[src/qrtm_pkg.sv]
// qrtm_pkg: shared types and constants for the quad rotor thrust mixer
// no dependencies; used by every module in src
package qrtm_pkg;

   localparam int LANES      = 4;
   localparam int DEMAND_W   = 24;
   localparam int GAIN_W     = 24;
   localparam int IMC_W      = 30;
   localparam int SQRT_BITS  = 19;
   localparam int SPEED_W    = SQRT_BITS + 1;
   localparam int MASS_W     = 16;
   localparam int BASE_W     = DEMAND_W + 14;
   localparam int PROD_W     = DEMAND_W + GAIN_W + 1;
   localparam int FRC_W      = PROD_W + 1;
   localparam int MAG_W      = FRC_W - 1 - 16;
   localparam int MAG_LO_W   = 17;
   localparam int MAG_HI_W   = MAG_W - MAG_LO_W;
   localparam int SQ_PROD_W  = MAG_W + IMC_W;
   localparam int SQ_IN_W    = SQ_PROD_W - 8;
   localparam int ROOT_IN_W  = 2 * SQRT_BITS;
   localparam int REM_W      = SQRT_BITS + 2;
   localparam int MPROD_W    = DEMAND_W + GAIN_W;
   localparam int MMAG_W     = MPROD_W - 17;
   localparam int CSR_IDX_W  = 3;
   localparam int CSR_DATA_W = 30;

   localparam int MIX_DEPTH  = 3;
   localparam int LANE_DEPTH = SQRT_BITS + 3;
   localparam int PIPE_DEPTH = MIX_DEPTH + LANE_DEPTH;
   localparam int MASS_CHAIN = PIPE_DEPTH - 1;

   localparam logic [MASS_W-2:0] MASS_SAT = 15'd32767;

   localparam logic [CSR_IDX_W-1:0] CSR_MASS_MODE  = 3'd0;
   localparam logic [CSR_IDX_W-1:0] CSR_RP_GAIN    = 3'd1;
   localparam logic [CSR_IDX_W-1:0] CSR_YAW_GAIN   = 3'd2;
   localparam logic [CSR_IDX_W-1:0] CSR_INV_MOTOR  = 3'd3;
   localparam logic [CSR_IDX_W-1:0] CSR_MAX_SPEED  = 3'd4;
   localparam logic [CSR_IDX_W-1:0] CSR_MASS_GAIN  = 3'd5;

   localparam logic [GAIN_W-1:0]    RST_RP_GAIN    = 24'd83977;
   localparam logic [GAIN_W-1:0]    RST_YAW_GAIN   = 24'd1024000;
   localparam logic [IMC_W-1:0]     RST_INV_MOTOR  = 30'd29946448;
   localparam logic [SQRT_BITS-1:0] RST_MAX_SPEED  = 19'd377600;
   localparam logic [GAIN_W-1:0]    RST_MASS_GAIN  = 24'd102290;

   typedef struct packed {
      logic signed [DEMAND_W-1:0] total_thrust;
      logic signed [DEMAND_W-1:0] roll_moment;
      logic signed [DEMAND_W-1:0] pitch_moment;
      logic signed [DEMAND_W-1:0] yaw_moment;
   } req_type;

   typedef struct packed {
      logic signed [SPEED_W-1:0] speed_front;
      logic signed [SPEED_W-1:0] speed_right;
      logic signed [SPEED_W-1:0] speed_back;
      logic signed [SPEED_W-1:0] speed_left;
      logic signed [MASS_W-1:0]  mass_front;
      logic signed [MASS_W-1:0]  mass_right;
      logic signed [MASS_W-1:0]  mass_back;
      logic signed [MASS_W-1:0]  mass_left;
   } rsp_type;

   typedef struct packed {
      logic                 mass_mode;
      logic [GAIN_W-1:0]    rp_gain;
      logic [GAIN_W-1:0]    yaw_gain;
      logic [IMC_W-1:0]     inv_motor;
      logic [SQRT_BITS-1:0] max_speed;
      logic [GAIN_W-1:0]    mass_gain;
   } cfg_type;

   typedef struct packed {
      logic             valid;
      logic             neg;
      logic [MAG_W-1:0] mag;
   } lane_in_type;

   typedef struct packed {
      logic                      valid;
      logic signed [SPEED_W-1:0] speed;
   } lane_out_type;

   typedef struct packed {
      logic                     valid;
      logic signed [MASS_W-1:0] front;
      logic signed [MASS_W-1:0] right;
      logic signed [MASS_W-1:0] back;
      logic signed [MASS_W-1:0] left;
   } mass_out_type;

endpackage

[src/qrtm_lane.sv]
// qrtm_lane: one rotor's speed path, split multiply then a bit-per-stage square root
// depends on qrtm_pkg
module qrtm_lane (
   input  logic                   clock,
   input  logic                   reset,
   input  qrtm_pkg::lane_in_type  lane_in,
   input  qrtm_pkg::cfg_type      cfg,
   output qrtm_pkg::lane_out_type lane_out
);

   localparam int N = qrtm_pkg::SQRT_BITS;

   // stage a: partial products
   logic                                             va_ff;
   logic                                             nega_ff;
   logic [qrtm_pkg::MAG_LO_W+qrtm_pkg::IMC_W-1:0]    pl_ff, pl_in;
   logic [qrtm_pkg::MAG_HI_W+qrtm_pkg::IMC_W-1:0]    ph_ff, ph_in;

   // stage b: product sum
   logic [qrtm_pkg::SQ_PROD_W-1:0]                   prod;
   logic [qrtm_pkg::SQ_IN_W-1:0]                     xv;

   // root stages, index 0 is the stage b register
   logic                                  vr_ff    [N+1];
   logic                                  negr_ff  [N+1];
   logic                                  big_ff   [N+1];
   logic [qrtm_pkg::ROOT_IN_W-1:0]        xs_ff    [N+1];
   logic [qrtm_pkg::REM_W-1:0]            rem_ff   [N+1];
   logic [N-1:0]                          root_ff  [N+1];

   qrtm_pkg::lane_out_type                out_ff, out_in;
   logic [N-1:0]                          lim;

   assign pl_in = lane_in.mag[qrtm_pkg::MAG_LO_W-1:0] * cfg.inv_motor;
   assign ph_in = lane_in.mag[qrtm_pkg::MAG_W-1:qrtm_pkg::MAG_LO_W] * cfg.inv_motor;

   always_comb begin
      prod = qrtm_pkg::SQ_PROD_W'(pl_ff)
           + (qrtm_pkg::SQ_PROD_W'(ph_ff) << qrtm_pkg::MAG_LO_W);
      xv   = prod[qrtm_pkg::SQ_PROD_W-1:8];
   end

   always_ff @(posedge clock) begin
      nega_ff    <= lane_in.neg;
      pl_ff      <= pl_in;
      ph_ff      <= ph_in;
      negr_ff[0] <= nega_ff;
      big_ff[0]  <= |xv[qrtm_pkg::SQ_IN_W-1:qrtm_pkg::ROOT_IN_W];
      xs_ff[0]   <= xv[qrtm_pkg::ROOT_IN_W-1:0];
      rem_ff[0]  <= '0;
      root_ff[0] <= '0;
   end

   for (genvar k = 0; k < N; k++) begin : g_root
      logic [qrtm_pkg::REM_W+1:0] acc;
      logic [qrtm_pkg::REM_W+1:0] trial;
      logic                       take;

      always_comb begin
         acc   = {rem_ff[k], xs_ff[k][qrtm_pkg::ROOT_IN_W-1:qrtm_pkg::ROOT_IN_W-2]};
         trial = (qrtm_pkg::REM_W+2)'({root_ff[k], 2'b01});
         take  = acc >= trial;
      end

      always_ff @(posedge clock) begin
         negr_ff[k+1] <= negr_ff[k];
         big_ff[k+1]  <= big_ff[k];
         xs_ff[k+1]   <= {xs_ff[k][qrtm_pkg::ROOT_IN_W-3:0], 2'b00};
         rem_ff[k+1]  <= take ? qrtm_pkg::REM_W'(acc - trial) : acc[qrtm_pkg::REM_W-1:0];
         root_ff[k+1] <= {root_ff[k][N-2:0], take};
      end

      always_ff @(posedge clock) begin
         if (reset) begin
            vr_ff[k+1] <= 1'b0;
         end else begin
            vr_ff[k+1] <= vr_ff[k];
         end
      end
   end

   // limit and sign
   always_comb begin
      if (big_ff[N] || root_ff[N] > cfg.max_speed) begin
         lim = cfg.max_speed;
      end else begin
         lim = root_ff[N];
      end
      out_in.valid = vr_ff[N];
      out_in.speed = negr_ff[N] ? -$signed({1'b0, lim}) : $signed({1'b0, lim});
   end

   always_ff @(posedge clock) begin
      out_ff.speed <= out_in.speed;
   end

   always_ff @(posedge clock) begin
      if (reset) begin
         va_ff        <= 1'b0;
         vr_ff[0]     <= 1'b0;
         out_ff.valid <= 1'b0;
      end else begin
         va_ff        <= lane_in.valid;
         vr_ff[0]     <= va_ff;
         out_ff.valid <= out_in.valid;
      end
   end

   assign lane_out = out_ff;

endmodule

[config.mk]
export PLATFORM = sky130hd
export DESIGN_NAME = qrtm_lane
export DESIGN_NICKNAME = d
export VERILOG_FILES = /design/src/qrtm_pkg.sv /design/src/qrtm_lane.sv
export SDC_FILE = /design/constraint.sdc
export NUM_CORES = 2
export LEC_CHECK = 0
export ABC_AREA = 1
export BUFFER_PORTS_ARGS = -buffer_cell sky130_fd_sc_hd__buf_2
export CAP_MARGIN = 20
export CORE_UTILIZATION = 64
export DETAILED_ROUTE_END_ITERATION = 12
export PLACE_DENSITY = 0.81
export SETUP_SLACK_MARGIN = 0.15
export SLEW_MARGIN = 20
export SYNTH_ARGS = -nofsm -noshare
export SYNTH_HDL_FRONTEND = slang
export SYNTH_SLANG_ARGS = --single-unit
[constraint.sdc]
create_clock -name clock -period 7.8 [get_ports clock]
set_input_delay 1.17 -clock clock [delete_from_list [all_inputs] [get_ports clock]]
set_output_delay 1.17 -clock clock [all_outputs]
set_load 0.01 [all_outputs]
==> impl_metrics.yaml <==
outcome:
  outcome: "complete, no violations"
placed_design:
  gp_congestion: 0.941
  hpwlAfterDp_um: 135000
  placed_area_mm2: 0.0756
  portBuffers: 106
drt:
  wirelength_um: 173000
  wl_met2_um: 80300
  drc: 0
  top_layer: "met5"
  vias: 56400
  wl_met3_um: 14400
  drtPass1Iterations: 6
  antenna_left: 0
  routedWlPerCell_um: 16.4
  met1_length_um: 70800
  drt-initial-drc-count: 3971
  vias_per_cell: 5.35
floorplan:
  die_w_um: 341
  design.portCount: 180
  start_util_pct: 64.5
  dieArea_mm2: 0.116
  dieHeight_um: 341
  core_area_mm2: 0.114
  num_rows: 124
setup_path:
  crit_slowest_cell: "buf_2"
  critPathArrivalTime_ps: 7420
  path_class: "input port to flop"
  startpoint_type: "input port"
  critPathMaxFanout: 24
  cp.required_ps: 8370
  crit_top_cell: "fa_1"
  critPathCaptureType: "flop"
  path_cells: "buf_2 -> buf_4 -> nand2_1 -> inv_1 -> fa_1 -> fa_1 -> fa_1 -> fa_1 -> fa_1 -> inv_1 -> fa_1 -> inv_1 -> ha_1 -> nand2_1 -> nor2_1 -> inv_1 -> nor2_1 -> inv_1 -> o21ai_0 -> a21oi_1 -> o21ai_0 -> xor2_1"
  critPathMaxStageDelay_ps: 660
clock_tree:
  cts.path.max_buffers: 3
  h-tree-depth: 3
  cts_resized: 0
  cts_tree: "built"
  postCtsHoldBufs: 0
  clk-insertion-delay-late_ps: 660
  cts_setup_buffers: 0
  clkTransAtPathRegs_ps: 60
  cts_inserted_buffers: 97
  clock-sinks: 1090
  clockRootBuffer: "clkbuf_16"
synthesis:
  synth.top_cell.area_share_pct: 29.6
  seq_area_frac_synth_pct: 29.6
  synthArstFlopShare_pct: 0
  synth_area_per_cell_um2: 8.24
  syn_area_mm2: 0.0737
  synth_top_area_cell: "dfxtp_1"
  yosys_warnings: 0
  yosys-mux-area-fraction_pct: 0.0153
  post_synth_main_area_contributors: "dfxtp_1 30%, fa_1 22%, inv_1 10%"
  synth_top_family_by_area: "adder cells"
  ys_ff_latch: 1090
  syn_inst: 8941
  synth-main-ff-cell: "dfxtp_1"
  synth_fa_ha_area_share_pct: 30.4
  synthXorXnorAreaFrac_pct: 4.90
  post_synth_num_cell_types: 78
  syn-num-nets: 10400
  synth-edff-count: 0
  yosys.area_share.simple_pct: 16.2
  synth-compound-area-share_pct: 6.90
min_path:
  hold_path_class: "flop to flop"
global_route:
  grt_pass1_vias: 58200
  grt_max_degree: 35
  grt_pass1_wl_um: 284000
  grt_overflow: 0
  antenna_found_initial: 5
  track_usage_pct: 29.9
timing:
  fmax_mhz: 146
  hold_viol: 0
  fin_worst_skew_ps: 22.3
  setup_tns_ps: 0
  slew_viol_final: 0
  rsz0062_at_grt: "no"
  setup_violations: 0
  max_slew_margin_pct: 33.2
  fin_crit_ps: 6850
  period_share_pct: 87.9
  tightest_slew_ps: 1000
final_layout:
  design_area_mm2: 0.0790
  syn_to_final_growth_pct: 7.33
  drive_gt1_share_pct: 4.78
  final_core_util_pct: 69.2
  nets: 10400
run:
  max_cap_viol_count: 0
## final cells by class
class                   count  area, µm²
flip-flops and latches   1090      21800
clock inverters            51        772
inverters                2062       7740
fillers                  8960      35100
well taps                1512       1890
clock buffers             129       2700
multi-input cells        5528      43000
repair buffers            180       1110
diodes                      3       7.51
## kinds of logic after synthesis
group,Yosys count
xor+xnor,412
mux,1
buf+inv,2323
other cells,1
flops,1090
compound gates,924
fa+ha+maj,1305
simple gates,2885
## cell usage in the layout (no fill, tap or decap), types with 7 or more instances in the layout
master     Yosys  routed
xor2_1       240     240
nand4_1       58      58
nand3_1      199     199
clkbuf_16      0      99
nand3b_1      19      19
a21oi_1      398     398
nand2_4        7       7
nor4_1        34      34
clkinv_2       1      13
nor2_2        15      16
a31oi_1       37      37
nand3_2        9       9
inv_1       2053    2053
nand2_2       15      15
clkinv_4       0       9
o21bai_1      18      18
nand2_1     1894    1894
o21a_1        26      26
a211oi_1      10      10
bufinv_16      0      16
a21o_1        22      22
o21ai_0      315     315
clkbuf_8       0      11
nor2_1       522     521
buf_4          5      72
o211ai_1      17      17
inv_2          7       7
clkbuf_1     229      19
or2_2          7       7
buf_2         15     106
nor3_1        66      66
a21boi_0      10      10
ha_1         497     497
dfxtp_1     1090    1090
fa_1         808     808
o21ai_1       33      33
xnor2_1      172     172
## per-stage QoR
stage | cells | worst slack, ps | hold slack [ps]
finish | 10600 | 947 | 317
global route | 10600 | 681 | 316
CTS | 10600 | 1100 | 315
detailed placement | 10400 | 399 | 312
global placement | 10400 | 482 | 310
floorplan | 8941 | 1120 | 310
## worst max-delay path, delay by kind of cell
kind / cells / cell delay, ps
compound gates: 3 / 800
xor+xnor: 1 / 190
simple gates: 4 / 480
fa+ha+maj: 7 / 3490
buf+inv: 7 / 1270
## sequential cells by signal, summed over array words and instances (netlist names)
| register | flops |
|---|---|
| va_ff | 1 |
| rem_ff | 352 |
| negr_ff | 20 |
| root_ff | 190 |
| vr_ff | 20 |
| lane_out | 21 |
| xs_ff | 380 |
| big_ff | 20 |
| ph_ff | 46 |
| nega_ff | 1 |
| pl_ff | 39 |
## path summary, 6_finish.rpt
check	from	end	slack [ps]	cells after the start
setup reg to reg	pl_ff[17]	big_ff[0]	4590	17
hold reg to reg	xs_ff[6][35]	xs_ff[7][37]	320	0
hold / removal	xs_ff[6][35]	xs_ff[7][37]	320	0
setup / recovery	cfg[50]	pl_ff[37]	950	22
## routing by layer
metal	global-route usage (%)	vias up
li1	-	26900
met1	38.7	26900
met2	50.0	2223
met3	5.05	494
met4	12.1	4
met5	0	-
## synth_stat cells (37+ instances only)
cell type	instances
nand2_1	1894
o21ai_0	315
dfxtp_1	1090
nand4_1	58
xnor2_1	172
clkbuf_1	229
nor3_1	66
nor2_1	522
a21oi_1	398
nand3_1	199
a31oi_1	37
xor2_1	240
inv_1	2053
fa_1	808
ha_1	497
Power is left out: the tool's default activity adds up to more than one toggle a clock period on the data nets, which glitch-free logic cannot reach.
