===== src/qrtm_pkg.sv =====
// qrtm_pkg: shared types and constants for the quad rotor thrust mixer
// no dependencies; used by every module in src
package qrtm_pkg;

   localparam int LANES      = 4;
   localparam int DEMAND_W   = 24;
   localparam int GAIN_W     = 24;
   localparam int IMC_W      = 30;
   localparam int SQRT_BITS  = 19;
   localparam int SPEED_W    = SQRT_BITS + 1;
   localparam int MASS_W     = 16;
   localparam int BASE_W     = DEMAND_W + 14;
   localparam int PROD_W     = DEMAND_W + GAIN_W + 1;
   localparam int FRC_W      = PROD_W + 1;
   localparam int MAG_W      = FRC_W - 1 - 16;
   localparam int MAG_LO_W   = 17;
   localparam int MAG_HI_W   = MAG_W - MAG_LO_W;
   localparam int SQ_PROD_W  = MAG_W + IMC_W;
   localparam int SQ_IN_W    = SQ_PROD_W - 8;
   localparam int ROOT_IN_W  = 2 * SQRT_BITS;
   localparam int REM_W      = SQRT_BITS + 2;
   localparam int MPROD_W    = DEMAND_W + GAIN_W;
   localparam int MMAG_W     = MPROD_W - 17;
   localparam int CSR_IDX_W  = 3;
   localparam int CSR_DATA_W = 30;

   localparam int MIX_DEPTH  = 3;
   localparam int LANE_DEPTH = SQRT_BITS + 3;
   localparam int PIPE_DEPTH = MIX_DEPTH + LANE_DEPTH;
   localparam int MASS_CHAIN = PIPE_DEPTH - 1;

   localparam logic [MASS_W-2:0] MASS_SAT = 15'd32767;

   localparam logic [CSR_IDX_W-1:0] CSR_MASS_MODE  = 3'd0;
   localparam logic [CSR_IDX_W-1:0] CSR_RP_GAIN    = 3'd1;
   localparam logic [CSR_IDX_W-1:0] CSR_YAW_GAIN   = 3'd2;
   localparam logic [CSR_IDX_W-1:0] CSR_INV_MOTOR  = 3'd3;
   localparam logic [CSR_IDX_W-1:0] CSR_MAX_SPEED  = 3'd4;
   localparam logic [CSR_IDX_W-1:0] CSR_MASS_GAIN  = 3'd5;

   localparam logic [GAIN_W-1:0]    RST_RP_GAIN    = 24'd83977;
   localparam logic [GAIN_W-1:0]    RST_YAW_GAIN   = 24'd1024000;
   localparam logic [IMC_W-1:0]     RST_INV_MOTOR  = 30'd29946448;
   localparam logic [SQRT_BITS-1:0] RST_MAX_SPEED  = 19'd377600;
   localparam logic [GAIN_W-1:0]    RST_MASS_GAIN  = 24'd102290;

   typedef struct packed {
      logic signed [DEMAND_W-1:0] total_thrust;
      logic signed [DEMAND_W-1:0] roll_moment;
      logic signed [DEMAND_W-1:0] pitch_moment;
      logic signed [DEMAND_W-1:0] yaw_moment;
   } req_type;

   typedef struct packed {
      logic signed [SPEED_W-1:0] speed_front;
      logic signed [SPEED_W-1:0] speed_right;
      logic signed [SPEED_W-1:0] speed_back;
      logic signed [SPEED_W-1:0] speed_left;
      logic signed [MASS_W-1:0]  mass_front;
      logic signed [MASS_W-1:0]  mass_right;
      logic signed [MASS_W-1:0]  mass_back;
      logic signed [MASS_W-1:0]  mass_left;
   } rsp_type;

   typedef struct packed {
      logic                 mass_mode;
      logic [GAIN_W-1:0]    rp_gain;
      logic [GAIN_W-1:0]    yaw_gain;
      logic [IMC_W-1:0]     inv_motor;
      logic [SQRT_BITS-1:0] max_speed;
      logic [GAIN_W-1:0]    mass_gain;
   } cfg_type;

   typedef struct packed {
      logic             valid;
      logic             neg;
      logic [MAG_W-1:0] mag;
   } lane_in_type;

   typedef struct packed {
      logic                      valid;
      logic signed [SPEED_W-1:0] speed;
   } lane_out_type;

   typedef struct packed {
      logic                     valid;
      logic signed [MASS_W-1:0] front;
      logic signed [MASS_W-1:0] right;
      logic signed [MASS_W-1:0] back;
      logic signed [MASS_W-1:0] left;
   } mass_out_type;

endpackage


===== src/qrtm_mass.sv =====
// qrtm_mass: moving-mass setpoints from roll and pitch, aligned to the speed lanes
// depends on qrtm_pkg
module qrtm_mass (
   input  logic                   clock,
   input  logic                   reset,
   input  logic                   in_valid,
   input  qrtm_pkg::req_type      req,
   input  qrtm_pkg::cfg_type      cfg,
   output qrtm_pkg::mass_out_type mass_out
);

   localparam int C = qrtm_pkg::MASS_CHAIN;

   logic                              v1_ff;
   logic                              en_ff;
   logic                              negp_ff, negr_ff;
   logic [qrtm_pkg::DEMAND_W-1:0]     absp, absr;
   logic [qrtm_pkg::MPROD_W-1:0]      prodp_ff, prodp_in;
   logic [qrtm_pkg::MPROD_W-1:0]      prodr_ff, prodr_in;

   logic [qrtm_pkg::MMAG_W-1:0]       mp, mr;
   logic [qrtm_pkg::MASS_W-2:0]       sp, sr;
   logic signed [qrtm_pkg::MASS_W-1:0] posp, posr;
   qrtm_pkg::mass_out_type            sat_in;

   qrtm_pkg::mass_out_type            chain_ff [C];

   always_comb begin
      absp = req.pitch_moment[qrtm_pkg::DEMAND_W-1]
           ? qrtm_pkg::DEMAND_W'(-req.pitch_moment) : req.pitch_moment;
      absr = req.roll_moment[qrtm_pkg::DEMAND_W-1]
           ? qrtm_pkg::DEMAND_W'(-req.roll_moment) : req.roll_moment;
      prodp_in = absp * cfg.mass_gain;
      prodr_in = absr * cfg.mass_gain;
   end

   // scale, saturate and sign
   always_comb begin
      mp   = prodp_ff[qrtm_pkg::MPROD_W-1:17];
      mr   = prodr_ff[qrtm_pkg::MPROD_W-1:17];
      sp   = (mp > qrtm_pkg::MMAG_W'(qrtm_pkg::MASS_SAT)) ? qrtm_pkg::MASS_SAT
                                                           : mp[qrtm_pkg::MASS_W-2:0];
      sr   = (mr > qrtm_pkg::MMAG_W'(qrtm_pkg::MASS_SAT)) ? qrtm_pkg::MASS_SAT
                                                           : mr[qrtm_pkg::MASS_W-2:0];
      posp = $signed({1'b0, sp});
      posr = $signed({1'b0, sr});
      sat_in.valid = v1_ff;
      if (en_ff) begin
         sat_in.front = negp_ff ? -posp : posp;
         sat_in.right = negr_ff ? posr : -posr;
         sat_in.back  = negp_ff ? posp : -posp;
         sat_in.left  = negr_ff ? -posr : posr;
      end else begin
         sat_in.front = '0;
         sat_in.right = '0;
         sat_in.back  = '0;
         sat_in.left  = '0;
      end
   end

   always_ff @(posedge clock) begin
      en_ff    <= cfg.mass_mode;
      negp_ff  <= req.pitch_moment[qrtm_pkg::DEMAND_W-1];
      negr_ff  <= req.roll_moment[qrtm_pkg::DEMAND_W-1];
      prodp_ff <= prodp_in;
      prodr_ff <= prodr_in;
      chain_ff[0].front <= sat_in.front;
      chain_ff[0].right <= sat_in.right;
      chain_ff[0].back  <= sat_in.back;
      chain_ff[0].left  <= sat_in.left;
      for (int k = 1; k < C; k++) begin
         chain_ff[k].front <= chain_ff[k-1].front;
         chain_ff[k].right <= chain_ff[k-1].right;
         chain_ff[k].back  <= chain_ff[k-1].back;
         chain_ff[k].left  <= chain_ff[k-1].left;
      end
      if (reset) begin
         v1_ff <= 1'b0;
         for (int k = 0; k < C; k++) begin
            chain_ff[k].valid <= 1'b0;
         end
      end else begin
         v1_ff <= in_valid;
         chain_ff[0].valid <= sat_in.valid;
         for (int k = 1; k < C; k++) begin
            chain_ff[k].valid <= chain_ff[k-1].valid;
         end
      end
   end

   assign mass_out = chain_ff[C-1];

endmodule


===== config.mk =====
export PLATFORM = sky130hd
export DESIGN_NAME = qrtm_mass
export DESIGN_NICKNAME = d
export VERILOG_FILES = /design/src/qrtm_pkg.sv /design/src/qrtm_mass.sv
export SDC_FILE = /design/constraint.sdc
export NUM_CORES = 2
export LEC_CHECK = 0
export ABC_CLOCK_PERIOD_IN_PS = 19570
export BUFFER_PORTS_ARGS = -buffer_cell sky130_fd_sc_hd__buf_4
export CORE_ASPECT_RATIO = 0.6
export CORE_MARGIN = 3
export CORE_UTILIZATION = 35
export CTS_CLUSTER_DIAMETER = 50
export DETAILED_ROUTE_END_ITERATION = 12
export PLACE_DENSITY_LB_ADDON = 0.08
export SLEW_MARGIN = 20
export SYNTH_ARGS = -nofsm -noshare
export SYNTH_HDL_FRONTEND = slang
export SYNTH_SLANG_ARGS = --single-unit
export TNS_END_PERCENT = 5

===== constraint.sdc =====
create_clock -name clock -period 19.57 [get_ports clock]
set_input_delay 3.914 -clock clock [delete_from_list [all_inputs] [get_ports clock]]
set_output_delay 3.914 -clock clock [all_outputs]
set_load 0.05 [all_outputs]

==> results.md <==
* Cell at the root of the clock tree: sky130_fd_sc_hd__clkbuf_16
* Worst r2r dst: chain_ff[0][10]
* Setup tns final at 0 ps
* Worst Setup SP: req[24]
* Die area at 0.211 mm^2
* Count of unresolved DRC violations after routing at 0
* Internal reg-to-reg setup slack at 15,920 ps
* Number of antenna violations at the first check in global routing at 14
* Destination of the critical timing path: prodp_ff[47]
* Via/cell ratio at 4.38
* Type of element launching the critical path: primary input
* Total area of multi-input combinational cells at 0.0348 mm^2
* Synth Instances at 6,264
* Number of buffers created by CTS at 151
* Rel. slew slack at 24.0%
* Mean area per synthesized cell at 11.5 um^2
* Worst EP required at 20,220 ps
* Router iterations before antenna repair at 6
* Minimum clock period after layout at 13,290 ps
* Class of the tightest hold or removal check: reg -> reg
* Period utilisation layout at 67.9%
* Transition at the pin with the smallest max-transition slack at 1140 ps
* Initial drt markers at 2,328
* Number of port buffers at 140
* Layout Cells excl Fill at 9,159
* Clock tree skew after final layout at 49.2 ps
* Vias at 40.1k
* Number of standard-cell rows in the floorplan at 128
* Largest net degree at the start of global routing at 53
* Number of routed nets with antenna violations at 0
* GP Congestion at 0.813
* Final count of hold timing violations at 0
* Cell mode on critical path: sky130_fd_sc_hd__fa_1
* CTS sink cnt at 1,578
* First-pass GRT wire length at 259 mm
* Max cap viols at 0
* Max Root-Sink Buffers at 4
* Highest achievable clock rate at 0.0752 GHz
* Sum of routed wire length over all layers at 164 mm
* Count of synthesis-stage warnings from yosys at 0
* HPWL reported at the end of detailed placement at 112 mm
* Placed insts at 8,887
* Count of final setup violators at 0
* Final nets at 7,837
* Overflow after GRT at 0
* Category of the worst setup path capture point: register
* Depth of the worst register-to-register path at 10
* Yosys top cell area share at 44.0%
* Overall die height at 357 um
* Count of pins on the block boundary at 286
* Effective utilization at floorplan at 35.3%
* Clock tree from TritonCTS: built
* Core area at 0.203 mm^2
* Die X at 591 um
* Setup repair after global routing missed its margin: no
* Number of buffers inserted for hold repair after clock tree synthesis at 0
* Clock-pin transition on the worst setup and hold timing paths at 60 ps
* Vias in the first global route at 43.2k
* Average routed wire per standard cell at 17.9 um
* Crit path max fanout at 26
* Total Routing Usage GR at 16.1%
* Fillers at 19.7k
* CP max stage cell: sky130_fd_sc_hd__a221oi_1
* Top cells by area in the synthesized netlist: sky130_fd_sc_hd__dfxtp_1, sky130_fd_sc_hd__fa_1, sky130_fd_sc_hd__ha_1
* Count of H-tree levels built during CTS at 4
* Status: complete, no violations
* Signed area change from the synthesized netlist to the final layout at 12.1%
* Reg2reg start: prodr_ff[47]
* Setup CP Type: in -> reg
* Post-CTS repair timing setup buffer count at 0
* Largest area contributor in the netlist: sky130_fd_sc_hd__dfxtp_1
* Share of synthesized area occupied by flip-flops and latches at 44.0%
* Total of cells resized after clock tree synthesis at 0
* Clock latency at the later pin of the worst-skew pair at 780 ps
* Main flop type after synthesis: sky130_fd_sc_hd__dfxtp_1
* Count of pins over their slew limit at 0
* Crit path arrival time at 13,940 ps
* Synthesized netlist net count at 7,791
* #FFs+latches synth at 1,578
* Final hold slack at 291 ps
* FF+latch area at 0.0316 mm^2
* Async set-reset flop share out of synthesis at 0%
* Share of post-route cells with drive strength above 1 at 7.34%
* Unique cell type count in the Yosys netlist at 74
* Slowest Stage Delay on Critical Path at 720 ps
* Number of synthesized flops with an enable pin at 0
* Post-synthesis cell area at 0.0718 mm^2
## sequential cells by signal (all words and copies together) (netlist names)
name	flops
negp_ff	1
v1_ff	1
negr_ff	1
prodr_ff	31
en_ff	1
chain_ff	1512
prodp_ff	31
## through the flow
stage                     instance area [um^2]  setup WS [ps]  util, %
after floorplan                          71800           7870        -
final                                    80500           6280     39.6
after detailed placement                 75500           5570     37.1
after global placement                   75500           5550     37.1
after global routing                     80500           5790     39.6
after CTS                                80500           6370     39.6
## worst min-delay path by stage
stage / from / endpoint / slack, ps / cells after the start
6_report: chain_ff[0][89] / chain_ff[0][154] / 290 / 0
5_1_grt: chain_ff[0][89] / chain_ff[0][154] / 300 / 0
2_1_floorplan: chain_ff[0][35] / chain_ff[0][100] / 310 / 0
3_3_place_gp: chain_ff[3][112] / chain_ff[3][177] / 310 / 0
3_5_place_dp: chain_ff[0][108] / chain_ff[0][173] / 310 / 0
4_1_cts: chain_ff[0][89] / chain_ff[0][154] / 290 / 0
## cell usage in the layout (no fill, tap or decap), types with 11 or more instances in the layout
| master | synthesis | routed |
|---|---|---|
| sky130_fd_sc_hd__a211oi_1 | 12 | 12 |
| sky130_fd_sc_hd__a21o_1 | 35 | 35 |
| sky130_fd_sc_hd__a21oi_1 | 106 | 106 |
| sky130_fd_sc_hd__a221oi_1 | 18 | 18 |
| sky130_fd_sc_hd__a31oi_1 | 11 | 11 |
| sky130_fd_sc_hd__and2_1 | 658 | 658 |
| sky130_fd_sc_hd__and3_1 | 19 | 19 |
| sky130_fd_sc_hd__buf_4 | 65 | 199 |
| sky130_fd_sc_hd__clkbuf_1 | 226 | 32 |
| sky130_fd_sc_hd__clkbuf_16 | 0 | 154 |
| sky130_fd_sc_hd__clkbuf_8 | 2 | 30 |
| sky130_fd_sc_hd__clkinv_2 | 0 | 14 |
| sky130_fd_sc_hd__dfxtp_1 | 1578 | 1578 |
| sky130_fd_sc_hd__diode_2 | 0 | 12 |
| sky130_fd_sc_hd__fa_1 | 962 | 962 |
| sky130_fd_sc_hd__ha_1 | 344 | 344 |
| sky130_fd_sc_hd__inv_1 | 1114 | 1114 |
| sky130_fd_sc_hd__nand2_1 | 569 | 569 |
| sky130_fd_sc_hd__nand2b_1 | 17 | 17 |
| sky130_fd_sc_hd__nand3_1 | 17 | 17 |
| sky130_fd_sc_hd__nand4_1 | 14 | 14 |
| sky130_fd_sc_hd__nor2_1 | 97 | 97 |
| sky130_fd_sc_hd__nor2b_1 | 36 | 36 |
| sky130_fd_sc_hd__nor3_1 | 20 | 20 |
| sky130_fd_sc_hd__nor4_1 | 15 | 15 |
| sky130_fd_sc_hd__o21ai_0 | 69 | 69 |
| sky130_fd_sc_hd__o31ai_1 | 11 | 11 |
| sky130_fd_sc_hd__or3_1 | 13 | 13 |
| sky130_fd_sc_hd__xnor2_1 | 86 | 76 |
| sky130_fd_sc_hd__xor2_1 | 32 | 32 |
## final cells by class
class | count | area share, %
Multi-Input combinational cell | 3265 | 43.2
Antenna cell | 12 | 0.0373
Clock inverter | 44 | 0.727
Timing Repair Buffer | 199 | 1.86
Inverter | 1115 | 5.20
Sequential cell | 1578 | 39.2
Tap cell | 2730 | 4.24
Clock buffer | 216 | 5.45
## cells by family (layout without fill, tap and decap cells)
group | count (synthesis) | count (layout) | share of synthesized area (%)
adders and majority gates | 1306 | 1306 | 32.8
AOI/OAI and AO/OA | 327 | 327 | 2.93
DFF | 1578 | 1578 | 44.0
buffers and inverters | 1421 | 1574 | 7.83
xor gates and xnor gates | 118 | 118 | 1.44
muxes | 2 | 2 | 0.0366
and+or+nand+nor | 1512 | 1512 | 11.0
other | 0 | 12 | 0
## cells in the mapped netlist, types with 36 or more instances
| cell | n |
|---|---|
| sky130_fd_sc_hd__a21oi_1 | 106 |
| sky130_fd_sc_hd__and2_1 | 658 |
| sky130_fd_sc_hd__buf_4 | 65 |
| sky130_fd_sc_hd__clkbuf_1 | 226 |
| sky130_fd_sc_hd__dfxtp_1 | 1578 |
| sky130_fd_sc_hd__fa_1 | 962 |
| sky130_fd_sc_hd__ha_1 | 344 |
| sky130_fd_sc_hd__inv_1 | 1114 |
| sky130_fd_sc_hd__nand2_1 | 569 |
| sky130_fd_sc_hd__nor2_1 | 97 |
| sky130_fd_sc_hd__nor2b_1 | 36 |
| sky130_fd_sc_hd__o21ai_0 | 69 |
| sky130_fd_sc_hd__xnor2_1 | 86 |
## routing by layer
layer / GRT usage [%] / vias up / wire length, um
met3: 4.30 / 204 / 13000
met5: 0 / - / 0
met1: 24.7 / 20200 / 83700
met2: 22.2 / 1066 / 63400
li1: - / 18700 / -
met4: 3.79 / 0 / 3510
## critical path: cells and delay by family
| kind | cells | cell delay (ps) |
|---|---|---|
| AND/OR/NAND/NOR | 7 | 1700 |
| buffers and inverters | 6 | 950 |
| AO/OA/AOI/OAI | 8 | 2830 |
| XOR/XNOR | 1 | 170 |
| adder cells (fa/ha/maj) | 9 | 4290 |
Power is not shown: default switching activity piles up to over one toggle a cycle in this logic, so the estimate is an artifact.
